$ cat src/rtl/core/rsal_pkg.sv
package rsal_pkg;

    // field widths
    localparam int SLOT_W     = 10;
    localparam int LEN_W      = 13;
    localparam int OP_W       = 2;
    localparam int STATUS_W   = 2;
    localparam int SECTOR_W   = 14;
    localparam int BYTE_OFF_W = 9;
    // byte offset in the file: 10-bit slot times 13-bit length plus header
    localparam int OFF_W      = 24;

    localparam logic [LEN_W-1:0] LEN_RESET = 13'd64;

    // operation codes
    localparam logic [OP_W-1:0] OP_ALLOC   = 2'd0;
    localparam logic [OP_W-1:0] OP_RELEASE = 2'd1;
    localparam logic [OP_W-1:0] OP_READ    = 2'd2;
    localparam logic [OP_W-1:0] OP_WRITE   = 2'd3;

    // status codes
    localparam logic [STATUS_W-1:0] ST_OK    = 2'd0;
    localparam logic [STATUS_W-1:0] ST_RANGE = 2'd1;
    localparam logic [STATUS_W-1:0] ST_FULL  = 2'd2;

    typedef enum logic [2:0] {
        S_IDLE,
        S_LOOKUP,
        S_OFFSET,
        S_QUOT,
        S_REMN,
        S_FINISH
    } state_t;

    // controller to datapath commands
    typedef struct packed {
        logic load;
        logic decide;
        logic offset_mul;
        logic quot_mul;
        logic remn_mul;
        logic finish;
    } cmd_t;

    // datapath to controller status
    typedef struct packed {
        logic locate;
    } stat_t;

endpackage

$ cat src/rtl/core/rsal_ctrl.sv
module rsal_ctrl (
    input  logic           clk,
    input  logic           rst_n,
    input  logic           start,
    input  rsal_pkg::stat_t stat,
    output rsal_pkg::cmd_t cmd,
    output logic           busy,
    output logic           done
);

    import rsal_pkg::*;

    state_t state_reg, state_next;
    logic   done_reg, done_next;

    // state register
    always_ff @(posedge clk or negedge rst_n)
    begin
        if (!rst_n)
        begin
            state_reg <= S_IDLE;
            done_reg  <= 1'b0;
        end
        else
        begin
            state_reg <= state_next;
            done_reg  <= done_next;
        end
    end

    // next state and commands
    always_comb
    begin
        state_next = state_reg;
        cmd        = '0;
        done_next  = 1'b0;
        case (state_reg)
            S_IDLE:
            begin
                if (start)
                begin
                    cmd.load   = 1'b1;
                    state_next = S_LOOKUP;
                end
            end
            S_LOOKUP:
            begin
                cmd.decide = 1'b1;
                state_next = stat.locate ? S_OFFSET : S_FINISH;
            end
            S_OFFSET:
            begin
                cmd.offset_mul = 1'b1;
                state_next     = S_QUOT;
            end
            S_QUOT:
            begin
                cmd.quot_mul = 1'b1;
                state_next   = S_REMN;
            end
            S_REMN:
            begin
                cmd.remn_mul = 1'b1;
                state_next   = S_FINISH;
            end
            S_FINISH:
            begin
                cmd.finish = 1'b1;
                done_next  = 1'b1;
                state_next = S_IDLE;
            end
            default:
            begin
                state_next = S_IDLE;
            end
        endcase
    end

    assign busy = (state_reg != S_IDLE);
    assign done = done_reg;

endmodule

$ cat config.mk
export PLATFORM = sky130hd
export DESIGN_NAME = rsal_ctrl
export DESIGN_NICKNAME = d
export VERILOG_FILES = /design/src/rtl/core/rsal_pkg.sv /design/src/rtl/core/rsal_ctrl.sv
export SDC_FILE = /design/constraint.sdc
export NUM_CORES = 1
export LEC_CHECK = 0
export ABC_AREA = 1
export CAP_MARGIN = 10
export CELL_PAD_IN_SITES_DETAIL_PLACEMENT = 0
export CELL_PAD_IN_SITES_GLOBAL_PLACEMENT = 1
export CORE_AREA = 10 10 47 49
export DETAILED_ROUTE_END_ITERATION = 12
export DIE_AREA = 0 0 57 59
export DONT_BUFFER_PORTS = 1
export PLACE_DENSITY_LB_ADDON = 0.25
export SYNTH_ARGS = -nofsm -noshare
export SYNTH_HDL_FRONTEND = slang
export SYNTH_SLANG_ARGS = --single-unit
$ cat constraint.sdc
create_clock -name clk -period 1 [get_ports clk]
set_input_delay 0.25 -clock clk [delete_from_list [all_inputs] [get_ports clk]]
set_output_delay 0.25 -clock clk [all_outputs]
set_load 0.1 [all_outputs]
After elaboration in Yosys (flattened, before gate mapping)

Cells that the tools add are included.

Output and inout port bits: 8
Memories kept: 0
Bits of input ports: 4
Bits in writable memories: 0
Register bits: 4
Word-level logic and storage cells: 20
Bits in read-only memories: 0
Bits in latches: 0

Multiply operators: 0
Shift operators: 0
Add/sub/neg operators: 0
Div/mod/pow operators: 0
Reductions and logical operators: 2
Bitwise operators: 0
Multiplexer cells: 10
$lt $le $gt $ge: 0
Eq/ne operators: 6

Operators with widths:

| kind                                          | count |
|---|---|
| case mux 3 bit (5 select lines)               | 1 |
| two-way mux 1 bit                             | 7 |
| == test 3 x 2 -> 1 bit, second input constant | 2 |
| == test 3 bit, second input constant          | 2 |
| two-way mux 3 bit                             | 2 |
| == test 3 x 1 -> 1 bit, second input constant | 1 |
| logical NOT 3 bit                             | 1 |
| nonzero test 3 bit                            | 1 |
| inequality test 2 bit, second input constant  | 1 |

Logic depth before layout (Yosys ltp)

Gate-level depths: netlist of run 1.

Depth in word-level cells: 2
Gate-level depth with buffers: 6

Worst setup path before layout of run 1

Ideal clock, no wire load.

Kind: reg-to-output
Start: register state_reg[1]
End: output cmd[5] (netlist name)
Required time: 0.750 ns
Cell stages (with the launch flop): 4
Slack: -1.909 ns
Arrival: 2.659 ns
Cell sequence: dfrtp_1 > nor2_1 > nand2_1 > nor2_1

RTL lines:

| what                     | line            | text |
|---|---|---|
| start: declaration       | rsal_ctrl.sv:13 | `state_t state_reg, state_next;` |
| start signal: assignment | rsal_ctrl.sv:26 | `state_reg <= state_next;` |
| end: declaration         | rsal_ctrl.sv:6  | `output rsal_pkg::cmd_t cmd,` |

==> results of run 1 <==
-- worst max-delay path by stage --
stage	end	from
final	cmd[1]	state_reg[1]$_DFFE_PN0P_
after global routing	cmd[1]	state_reg[1]$_DFFE_PN0P_
after CTS	cmd[1]	state_reg[1]$_DFFE_PN0P_
after detailed placement	cmd[1]	state_reg[1]$_DFFE_PN0P_
after global placement	cmd[1]	state_reg[1]$_DFFE_PN0P_
after floorplan	cmd[5]	state_reg[1]$_DFFE_PN0P_
-- layer usage --
metal  wire (µm)  share of wire, %  track usage, %  vias up
met5           0                 0               0        -
met4          18               2.7           4.027        0
met3          43               6.5           2.575        2
met2         370                56           8.062        7
met1         224                34           3.341      117
li1            -                 -               -      131
-- cell families (layout without fill, tap and decap cells) --
family / after synthesis / count (layout) / share of synthesized area, %
AOI/OAI and AO/OA: 1 / 1 / 2.310
buffers and inverters: 9 / 29 / 17.34
DFF: 4 / 4 / 46.24
and+or+nand+nor: 18 / 18 / 34.10
-- layout make-up --
cell class,count,area [µm²],share of cell area [%]
inverters,8,43.79,7.592
well taps,16,20.02,3.471
repair buffers,17,242.7,42.08
multi-input cells,19,140.1,24.29
clock buffers,4,26.28,4.555
flip-flops and latches,4,103.9,18.00
-- metrics by stage --
stage	instances	hold slack [ns]	utilization (%)	TNS (ns)	setup slack, ns
finish	68	0.1819	41.16	-3.605	-0.5016
global route	68	0.1807	41.16	-4.154	-0.5511
CTS	66	0.1751	39.55	-3.670	-0.5360
detailed placement	57	-0.04543	32.32	-1.906	-0.3044
global placement	57	-0.04544	32.32	-1.729	-0.2843
floorplan	32	-0.04559	-	-2.469	-0.5370
-- worst register-to-register path, delay by kind of cell, from the launching register on --
family	cells	cell delay, ns
flip-flops	1	0.45
buffers and inverters	3	0.29
AND/OR/NAND/NOR	4	0.39
-- Yosys cell counts --
library cell / count
sky130_fd_sc_hd__nor2_2: 1
sky130_fd_sc_hd__o21ai_1: 1
sky130_fd_sc_hd__nand3_1: 2
sky130_fd_sc_hd__inv_1: 8
sky130_fd_sc_hd__nor3_1: 1
sky130_fd_sc_hd__nand2_1: 10
sky130_fd_sc_hd__dfrtp_1: 4
sky130_fd_sc_hd__nor2_1: 4
sky130_fd_sc_hd__buf_4: 1
-- what timing repair did --
action	4_1_cts	5_1_grt
hold buffers	1	0
hold endpoints to repair	4	0
resized for setup	11	3
pin swaps	5	4
setup endpoints to repair	11	11
buffers inserted	4	2
==> summary.txt, run 1 <==
Synth
  – Dominant cells by area after synthesis: sky130_fd_sc_hd__dfrtp_1 46%, sky130_fd_sc_hd__nand2_1 17%, sky130_fd_sc_hd__inv_1 14%
  – Cell accounting for the most synthesized area: sky130_fd_sc_hd__dfrtp_1
  – Portion of synthesized cell area occupied by the leading cell type: 46.24%
  – Post-synth net total: 36
  – Flops & latches, synth: 4
  – Number of warnings issued by yosys: 0
  – Summed instance area of the synthesized netlist: 216.5 µm²
  – Average size of a mapped cell: 6.764 µm²
  – Count of mapped cells out of synthesis: 32
  – Sequential share of the synthesized area: 46.24%
  – Post-synth cell types: 9

Detailed routing
  – Average wire per standard cell: 9.662 µm
  – Router iterations before antenna repair: 2
  – Detail Route Antenna Nets: 0
  – Routed wire length: 657 µm
  – Detail-routed via count per cell: 3.779
  – Starting DRC count in detailed routing: 1
  – DR vias: 257
  – DRC: 0

Floorplan
  – Core footprint: 1401 µm²
  – Horizontal extent of the die: 57 µm
  – Die outline height: 59 µm
  – Core Rows: 14
  – Ports: 12
  – Die outline area: 3363 µm²
  – Initial core utilization: 15.45%

GRT
  – Pin count of the biggest net entering global routing: 7
  – GRT overflow: 0
  – Number of global-route vias before repair: 287
  – First-pass GRT wire length: 1.166 mm
  – Number of antenna violations at the first check in global routing: 0
  – Overall track demand over capacity in global routing: 4.502%

Clock network
  – Buffer cell driving the clock tree root: sky130_fd_sc_hd__clkbuf_4
  – H-tree levels: 1
  – Worst-path clk slew: 0.04 ns
  – Clock tree sinks: 4
  – TritonCTS clock tree: done
  – Clock latency of the later-clocked register in the worst-skew pair: 0.24 ns
  – CTS Buf Count: 3
  – Maximum clock insertion buffer count: 2

Timing
  – Final critical delay including setup and external delays: 1.502 ns
  – Finish-stage setup viols: 10
  – Max-slew headroom at the worst pin: 87.16%
  – Measured slew at the worst slew-check pin: 0.1921 ns
  – Unrepaired setup endpoints after global routing: yes
  – Hold violation count in the final report: 0
  – Pins over their slew limit: 0
  – Peak Freq: 666.0 MHz
  – Clock skew after layout: 0.005880 ns
  – Post-route setup slack: -0.5016 ns
  – Final worst-path cycle share: 150.2%

Final layout
  – Share of post-route cells with drive strength above 1: 71.15%
  – Fill cell instance count of the final layout: 137
  – Final Net Count: 57
  – Most frequent cells in the layout: 7 x sky130_fd_sc_hd__nand2_1, 7 x sky130_fd_sc_hd__buf_12, 6 x sky130_fd_sc_hd__buf_4
  – Layout-stage area growth over the synthesis result: 166.5%
  – Final non-filler cell area: 576.8 µm²
  – Diodes inserted: 0
  – Flip-flop count of the largest register, all copies and words added: 3

Placed design
  – Dpl cell area: 452.9 µm²
  – Number of buffer cells added on primary ports: 0
  – Routability congestion estimate from global placement: 0.7035
  – Post-detail-place hpwl: 521.5 µm

Worst hold path
  – Worst Hold End: state_reg[1]$_DFFE_PN0P_
  – Worst Hold Path Cells: 2
  – Launch instance of the worst min-delay path: stat
  – Worst hold path class: input port to flop

Critical path
  – Number of gates on the worst path with buffers counted: 4
  – CP peak stage delay: 0.45 ns
  – Largest delay contributor family on the critical path: flip-flops
  – Arr. time, crit path: 1.25 ns
  – Critical path, cell by cell: nor2_4, nand2_2, clkinvlp_4, buf_12
  – Buffer and inverter count on the worst path: 2
  – Crit path required time: 0.75 ns
  – Crit path launch type: flop
  – Capture point of the worst reg-to-reg path: state_reg[0]$_DFFE_PN0P_
  – Worst-path maximum fanout: 5
  – Reg-to-reg critical path startpoint: state_reg[1]$_DFFE_PN0P_
  – Setup CP Type: flop to primary output
  – Crit end category: primary output
  – Number of cell instances on the worst register-to-register path: 7
  – Worst reg2reg setup slack: -0.21 ns
  – Highest-delay cell along the critical path: sky130_fd_sc_hd__dfrtp_2

Job
  – Maxcap violations: 0

Outcome
  – Run status: finished, violations left
  – Violated checks: negative setup slack
Power of run 1 is left out: the tool's default activity adds up to more than one toggle a clock period on the data nets, which glitch-free logic cannot reach.
==> inputs of run 2 (changes only) <==
PLACE_DENSITY = 0.5   (was not set)
PLACE_DENSITY_LB_ADDON = not set   (was 0.25)
==> summary.txt, run 2 (synthesis results as in run 1) <==
Final layout
  – Fill cell instance count of the final layout: 148
  – Flip-flop count of the largest register, all copies and words added: 3
  – Final Net Count: 53
  – Share of post-route cells with drive strength above 1: 62.50%
  – Layout-stage area growth over the synthesis result: 148.6%
  – Most frequent standard cell in the layout excluding fill and tap cells: sky130_fd_sc_hd__buf_12
  – Sequential standard cell area: 102.6 µm²
  – Diodes inserted: 0
  – Most frequent cells in the layout: 8 x sky130_fd_sc_hd__buf_12, 7 x sky130_fd_sc_hd__nand2_1
  – Area of the multi-input gates: 127.6 µm²

Detailed routing
  – Average wire per standard cell: 9.344 µm
  – Detail Route Antenna Nets: 0
  – Router iterations before antenna repair: 3
  – Detail-routed via count per cell: 3.688
  – DRC: 0
  – Starting DRC count in detailed routing: 3
  – DR vias: 236
  – Routed wire length: 598 µm

Floorplan
  – Initial core utilization: 15.45%
  – Die outline area: 3363 µm²
  – Core Rows: 14
  – Core footprint: 1401 µm²
  – Horizontal extent of the die: 57 µm
  – Ports: 12
  – Die outline height: 59 µm

Timing
  – Unrepaired setup endpoints after global routing: yes
  – Pins over their slew limit: 0
  – Final worst-path cycle share: 149.0%
  – Total Neg Setup Slack: -3.279 ns
  – Final critical delay including setup and external delays: 1.490 ns
  – Finish-stage setup viols: 11
  – Measured slew at the worst slew-check pin: 0.2464 ns
  – Post-route setup slack: -0.4897 ns
  – Max-slew headroom at the worst pin: 83.48%
  – Hold violation count in the final report: 0
  – Peak Freq: 671.3 MHz
  – Clock skew after layout: 0.004952 ns

Critical path
  – Setup CP Type: flop to primary output
  – Highest-delay cell along the critical path: sky130_fd_sc_hd__dfrtp_2
  – Capture point of the worst reg-to-reg path: state_reg[2]$_DFFE_PN0P_
  – Reg-to-reg critical path startpoint: state_reg[2]$_DFFE_PN0P_
  – Arr. time, crit path: 1.24 ns
  – CP peak stage delay: 0.44 ns
  – Worst-path maximum fanout: 5
  – Crit path required time: 0.75 ns
  – Number of cell instances on the worst register-to-register path: 5
  – Most common cell type on the critical path: sky130_fd_sc_hd__nor2_4
  – Crit end category: primary output
  – Crit path launch type: flop
  – Worst reg2reg setup slack: -0.04 ns
  – Critical path, cell by cell: nor2_4, nand2_8, nor2_4, buf_12

Outcome
  – Violated checks: negative setup slack
  – Run status: finished, violations left

Placed design
  – Routability congestion estimate from global placement: 0.7233
  – Number of buffer cells added on primary ports: 0
  – Post-detail-place hpwl: 519.9 µm

GRT
  – Overall track demand over capacity in global routing: 3.936%
  – Pin count of the biggest net entering global routing: 7
  – Number of global-route vias before repair: 251
  – GRT overflow: 0
  – Number of antenna violations at the first check in global routing: 0
  – First-pass GRT wire length: 1.021 mm

Clock network
  – Buffer cell driving the clock tree root: sky130_fd_sc_hd__clkbuf_4
  – Clock latency of the later-clocked register in the worst-skew pair: 0.24 ns
  – CTS Buf Count: 3
  – H-tree levels: 1
  – Clock tree sinks: 4
  – Maximum clock insertion buffer count: 2
  – Worst-path clk slew: 0.04 ns
  – TritonCTS clock tree: done

Worst hold path
  – Worst hold path class: input port to flop
  – Launch instance of the worst min-delay path: stat
  – Worst Hold Path Cells: 2
  – Worst Hold End: state_reg[1]$_DFFE_PN0P_

Job
  – Maxcap violations: 0
[run 2: how the worst max path moves through the flow]
stage,startpoint,end,depth (start not counted)
after floorplan,state_reg[1]$_DFFE_PN0P_,cmd[5],3
after global placement,state_reg[1]$_DFFE_PN0P_,cmd[1],4
after detailed placement,state_reg[1]$_DFFE_PN0P_,cmd[1],4
after CTS,state_reg[1]$_DFFE_PN0P_,cmd[1],4
after global routing,state_reg[0]$_DFFE_PN0P_,cmd[0],3
final,state_reg[1]$_DFFE_PN0P_,cmd[5],4
[run 2: layout make-up]
cell class	count	area share, %
repair buffers	13	40.47
multi-input cells	19	23.72
flip-flops and latches	4	19.07
inverters	8	8.140
clock buffers	4	4.884
well taps	16	3.721
[run 2: stage by stage]
step           area, µm²  util (%)  instances  worst slack, ns  hold slack [ns]
6_report           538.0     38.39         64          -0.4897           0.1824
5_1_grt            538.0     38.39         64          -0.5589           0.1756
4_1_cts            518.0     36.96         63          -0.5229           0.1726
3_5_place_dp       460.4     32.86         58          -0.2984         -0.04544
3_3_place_gp       460.4     32.86         58          -0.2803         -0.04543
2_1_floorplan      271.5         -         32          -0.5370         -0.04559
[run 2: layer usage]
metal	vias to the layer above	wire length, µm	GRT usage [%]	part of all wire (%)
li1	123	-	-	-
met1	107	209	3.214	35
met2	6	338	6.357	57
met3	0	50	1.717	8.4
met4	0	0	5.034	0
met5	-	0	0	0
[run 2: repair_timing]
action                     4_1_cts  5_1_grt
hold endpoints to repair         4        0
setup endpoints to repair       11       11
setup buffers                    0        1
pin swaps                        5        5
hold buffers                     1        0
resized for setup                8        0
[run 2: critical path, delay by kind of cell, from the launching register on]
| kind | cells | cell delay (ns) |
|---|---|---|
| simple gates | 3 | 0.38 |
| buf+inv | 1 | 0.18 |
| flops | 1 | 0.44 |
Power of run 2 is left out for the same reason.
==> inputs of run 3 (changes only) <==
ABC_AREA = not set   (was 1)
PLACE_DENSITY = 0.48   (was 0.5)
==> summary.txt, run 3 <==
Outcome
  – Run status: finished, violations left
  – Violated checks: negative setup slack

Job
  – Maxcap violations: 0

Clock network
  – TritonCTS clock tree: done
  – Buffer cell driving the clock tree root: sky130_fd_sc_hd__clkbuf_4
  – H-tree levels: 1
  – Worst-path clk slew: 0.05 ns
  – Clock latency of the later-clocked register in the worst-skew pair: 0.24 ns
  – Clock tree sinks: 4
  – Maximum clock insertion buffer count: 2
  – CTS Buf Count: 3

Critical path
  – Critical path, cell by cell: or3_4, nor2_4, buf_12
  – Highest-delay cell along the critical path: sky130_fd_sc_hd__dfrtp_2
  – Setup CP Type: flop to primary output
  – Number of gates on the worst path with buffers counted: 3
  – Crit path launch type: flop
  – Crit path required time: 0.75 ns
  – Number of cell instances on the worst register-to-register path: 4
  – CP peak stage delay: 0.41 ns
  – Worst-path maximum fanout: 4
  – Largest delay contributor family on the critical path: simple AND/OR/NAND/NOR gates
  – Crit end category: primary output
  – Buffer and inverter count on the worst path: 1
  – Arr. time, crit path: 1.32 ns

Timing
  – Pins over their slew limit: 0
  – Measured slew at the worst slew-check pin: 0.2807 ns
  – Final critical delay including setup and external delays: 1.574 ns
  – Clock skew after layout: 0.01433 ns
  – Peak Freq: 635.3 MHz
  – Final worst-path cycle share: 157.4%
  – Finish-stage setup viols: 12
  – Max-slew headroom at the worst pin: 81.44%
  – Unrepaired setup endpoints after global routing: yes
  – Hold violation count in the final report: 0
  – Post-route setup slack: -0.5739 ns

Placed design
  – Post-detail-place hpwl: 571.1 µm
  – Routability congestion estimate from global placement: 0.7507
  – Number of buffer cells added on primary ports: 0

GRT
  – Pin count of the biggest net entering global routing: 5
  – Number of antenna violations at the first check in global routing: 0
  – Number of global-route vias before repair: 270
  – GRT overflow: 0
  – Overall track demand over capacity in global routing: 4.669%
  – First-pass GRT wire length: 1.193 mm

Synth
  – Post-synth net total: 27
  – Flops & latches, synth: 4
  – Cell accounting for the most synthesized area: sky130_fd_sc_hd__dfrtp_1
  – Number of warnings issued by yosys: 0
  – Summed instance area of the synthesized netlist: 210.2 µm²
  – Average size of a mapped cell: 9.139 µm²
  – Post-synth EDFFs: 0
  – Dominant register cell in the synthesized netlist: sky130_fd_sc_hd__dfrtp_1
  – Count of mapped cells out of synthesis: 23
  – Post-synth top cells: 4 x sky130_fd_sc_hd__dfrtp_1, 4 x sky130_fd_sc_hd__nor2_1
  – Proportion of register bits with asynchronous set or reset after synthesis: 100.0%
  – Sequential share of the synthesized area: 47.62%
  – Dominant cells by area after synthesis: sky130_fd_sc_hd__dfrtp_1 48%, sky130_fd_sc_hd__nor2_1 7.1%, sky130_fd_sc_hd__or2b_1 7.1%
  – Post-synth cell types: 13
  – Portion of synthesized cell area occupied by the leading cell type: 47.62%

Floorplan
  – Ports: 12
  – Die outline area: 3363 µm²
  – Die outline height: 59 µm
  – Core Rows: 14
  – Core footprint: 1401 µm²
  – Initial core utilization: 15.00%
  – Horizontal extent of the die: 57 µm

Detailed routing
  – DR vias: 253
  – Router iterations before antenna repair: 2
  – Routed wire length: 743 µm
  – DRC: 0
  – Average wire per standard cell: 12.18 µm
  – Detail-routed via count per cell: 4.148
  – Detail Route Antenna Nets: 0
  – Starting DRC count in detailed routing: 2

Worst hold path
  – Worst Hold Path Cells: 2
  – Worst hold path class: input port to flop

Final layout
  – Layout-stage area growth over the synthesis result: 165.5%
  – Share of post-route cells with drive strength above 1: 75.56%
  – Most frequent standard cell in the layout excluding fill and tap cells: sky130_fd_sc_hd__buf_4
  – Final Net Count: 50
  – Fill cell instance count of the final layout: 151
  – Most frequent cells in the layout: 8 x sky130_fd_sc_hd__buf_4, 7 x sky130_fd_sc_hd__buf_12
  – Diodes inserted: 0
  – Share of the core filled with cells: 39.82%
  – Flip-flop count of the largest register, all copies and words added: 3
run 3: final cells by class:
| class | instances | area (µm²) | share of cell area, % |
|---|---|---|---|
| Clock buffer | 4 | 26.28 | 4.709 |
| Inverter | 2 | 12.51 | 2.242 |
| Multi-Input combinational cell | 16 | 151.4 | 27.13 |
| Sequential cell | 4 | 103.9 | 18.61 |
| Tap cell | 16 | 20.02 | 3.587 |
| Timing Repair Buffer | 19 | 244.0 | 43.72 |
run 3: timing repair:
item | 4_1_cts | 5_1_grt
endpoints found under the setup margin | 11 | 12
setup buffers | 4 | 0
gates resized for setup | 10 | 3
pin swaps | 4 | 0
hold buffers | 1 | 0
hold endpoints to repair | 4 | 0
run 3: routing by layer:
metal	wire length (µm)	global-route usage, %
met2	409	7.752
met1	261	3.686
met4	16	5.034
met5	0	0
met3	56	2.575
run 3: path summary, 6_finish.rpt:
check,start,to,slack [ns]
setup / recovery,state_reg[0]$_DFFE_PN0P_,cmd[5],-0.57
hold / removal,stat,state_reg[1]$_DFFE_PN0P_,0.17
setup reg to reg,state_reg[0]$_DFFE_PN0P_,state_reg[0]$_DFFE_PN0P_,-0.31
hold reg to reg,state_reg[0]$_DFFE_PN0P_,state_reg[1]$_DFFE_PN0P_,0.65
max in group asynchronous,rst_n,state_reg[0]$_DFFE_PN0P_,0.53
min in group asynchronous,rst_n,done$_DFF_PN0_,0.27
run 3: cells by family (layout without fill, tap and decap cells):
kind of cell | after synthesis | after routing | share of synthesized area [%]
buf+inv | 3 | 25 | 7.146
compound gates | 3 | 3 | 10.12
flops | 4 | 4 | 47.62
simple gates | 13 | 13 | 35.12
run 3: metrics by stage:
step / worst slack [ns] / hold WS, ns / cells / area (µm²) / TNS [ns]
6_report: -0.5739 / 0.1717 / 61 / 558.0 / -4.162
2_1_floorplan: -0.7840 / -0.04559 / 23 / 244.0 / -5.135
3_3_place_gp: -0.4066 / -0.04544 / 52 / 447.9 / -2.843
4_1_cts: -0.5858 / 0.1568 / 61 / 548.0 / -4.254
3_5_place_dp: -0.4266 / -0.04544 / 52 / 447.9 / -2.944
5_1_grt: -0.6126 / 0.1800 / 61 / 558.0 / -4.682
Power of run 3 is left out for the same reason.
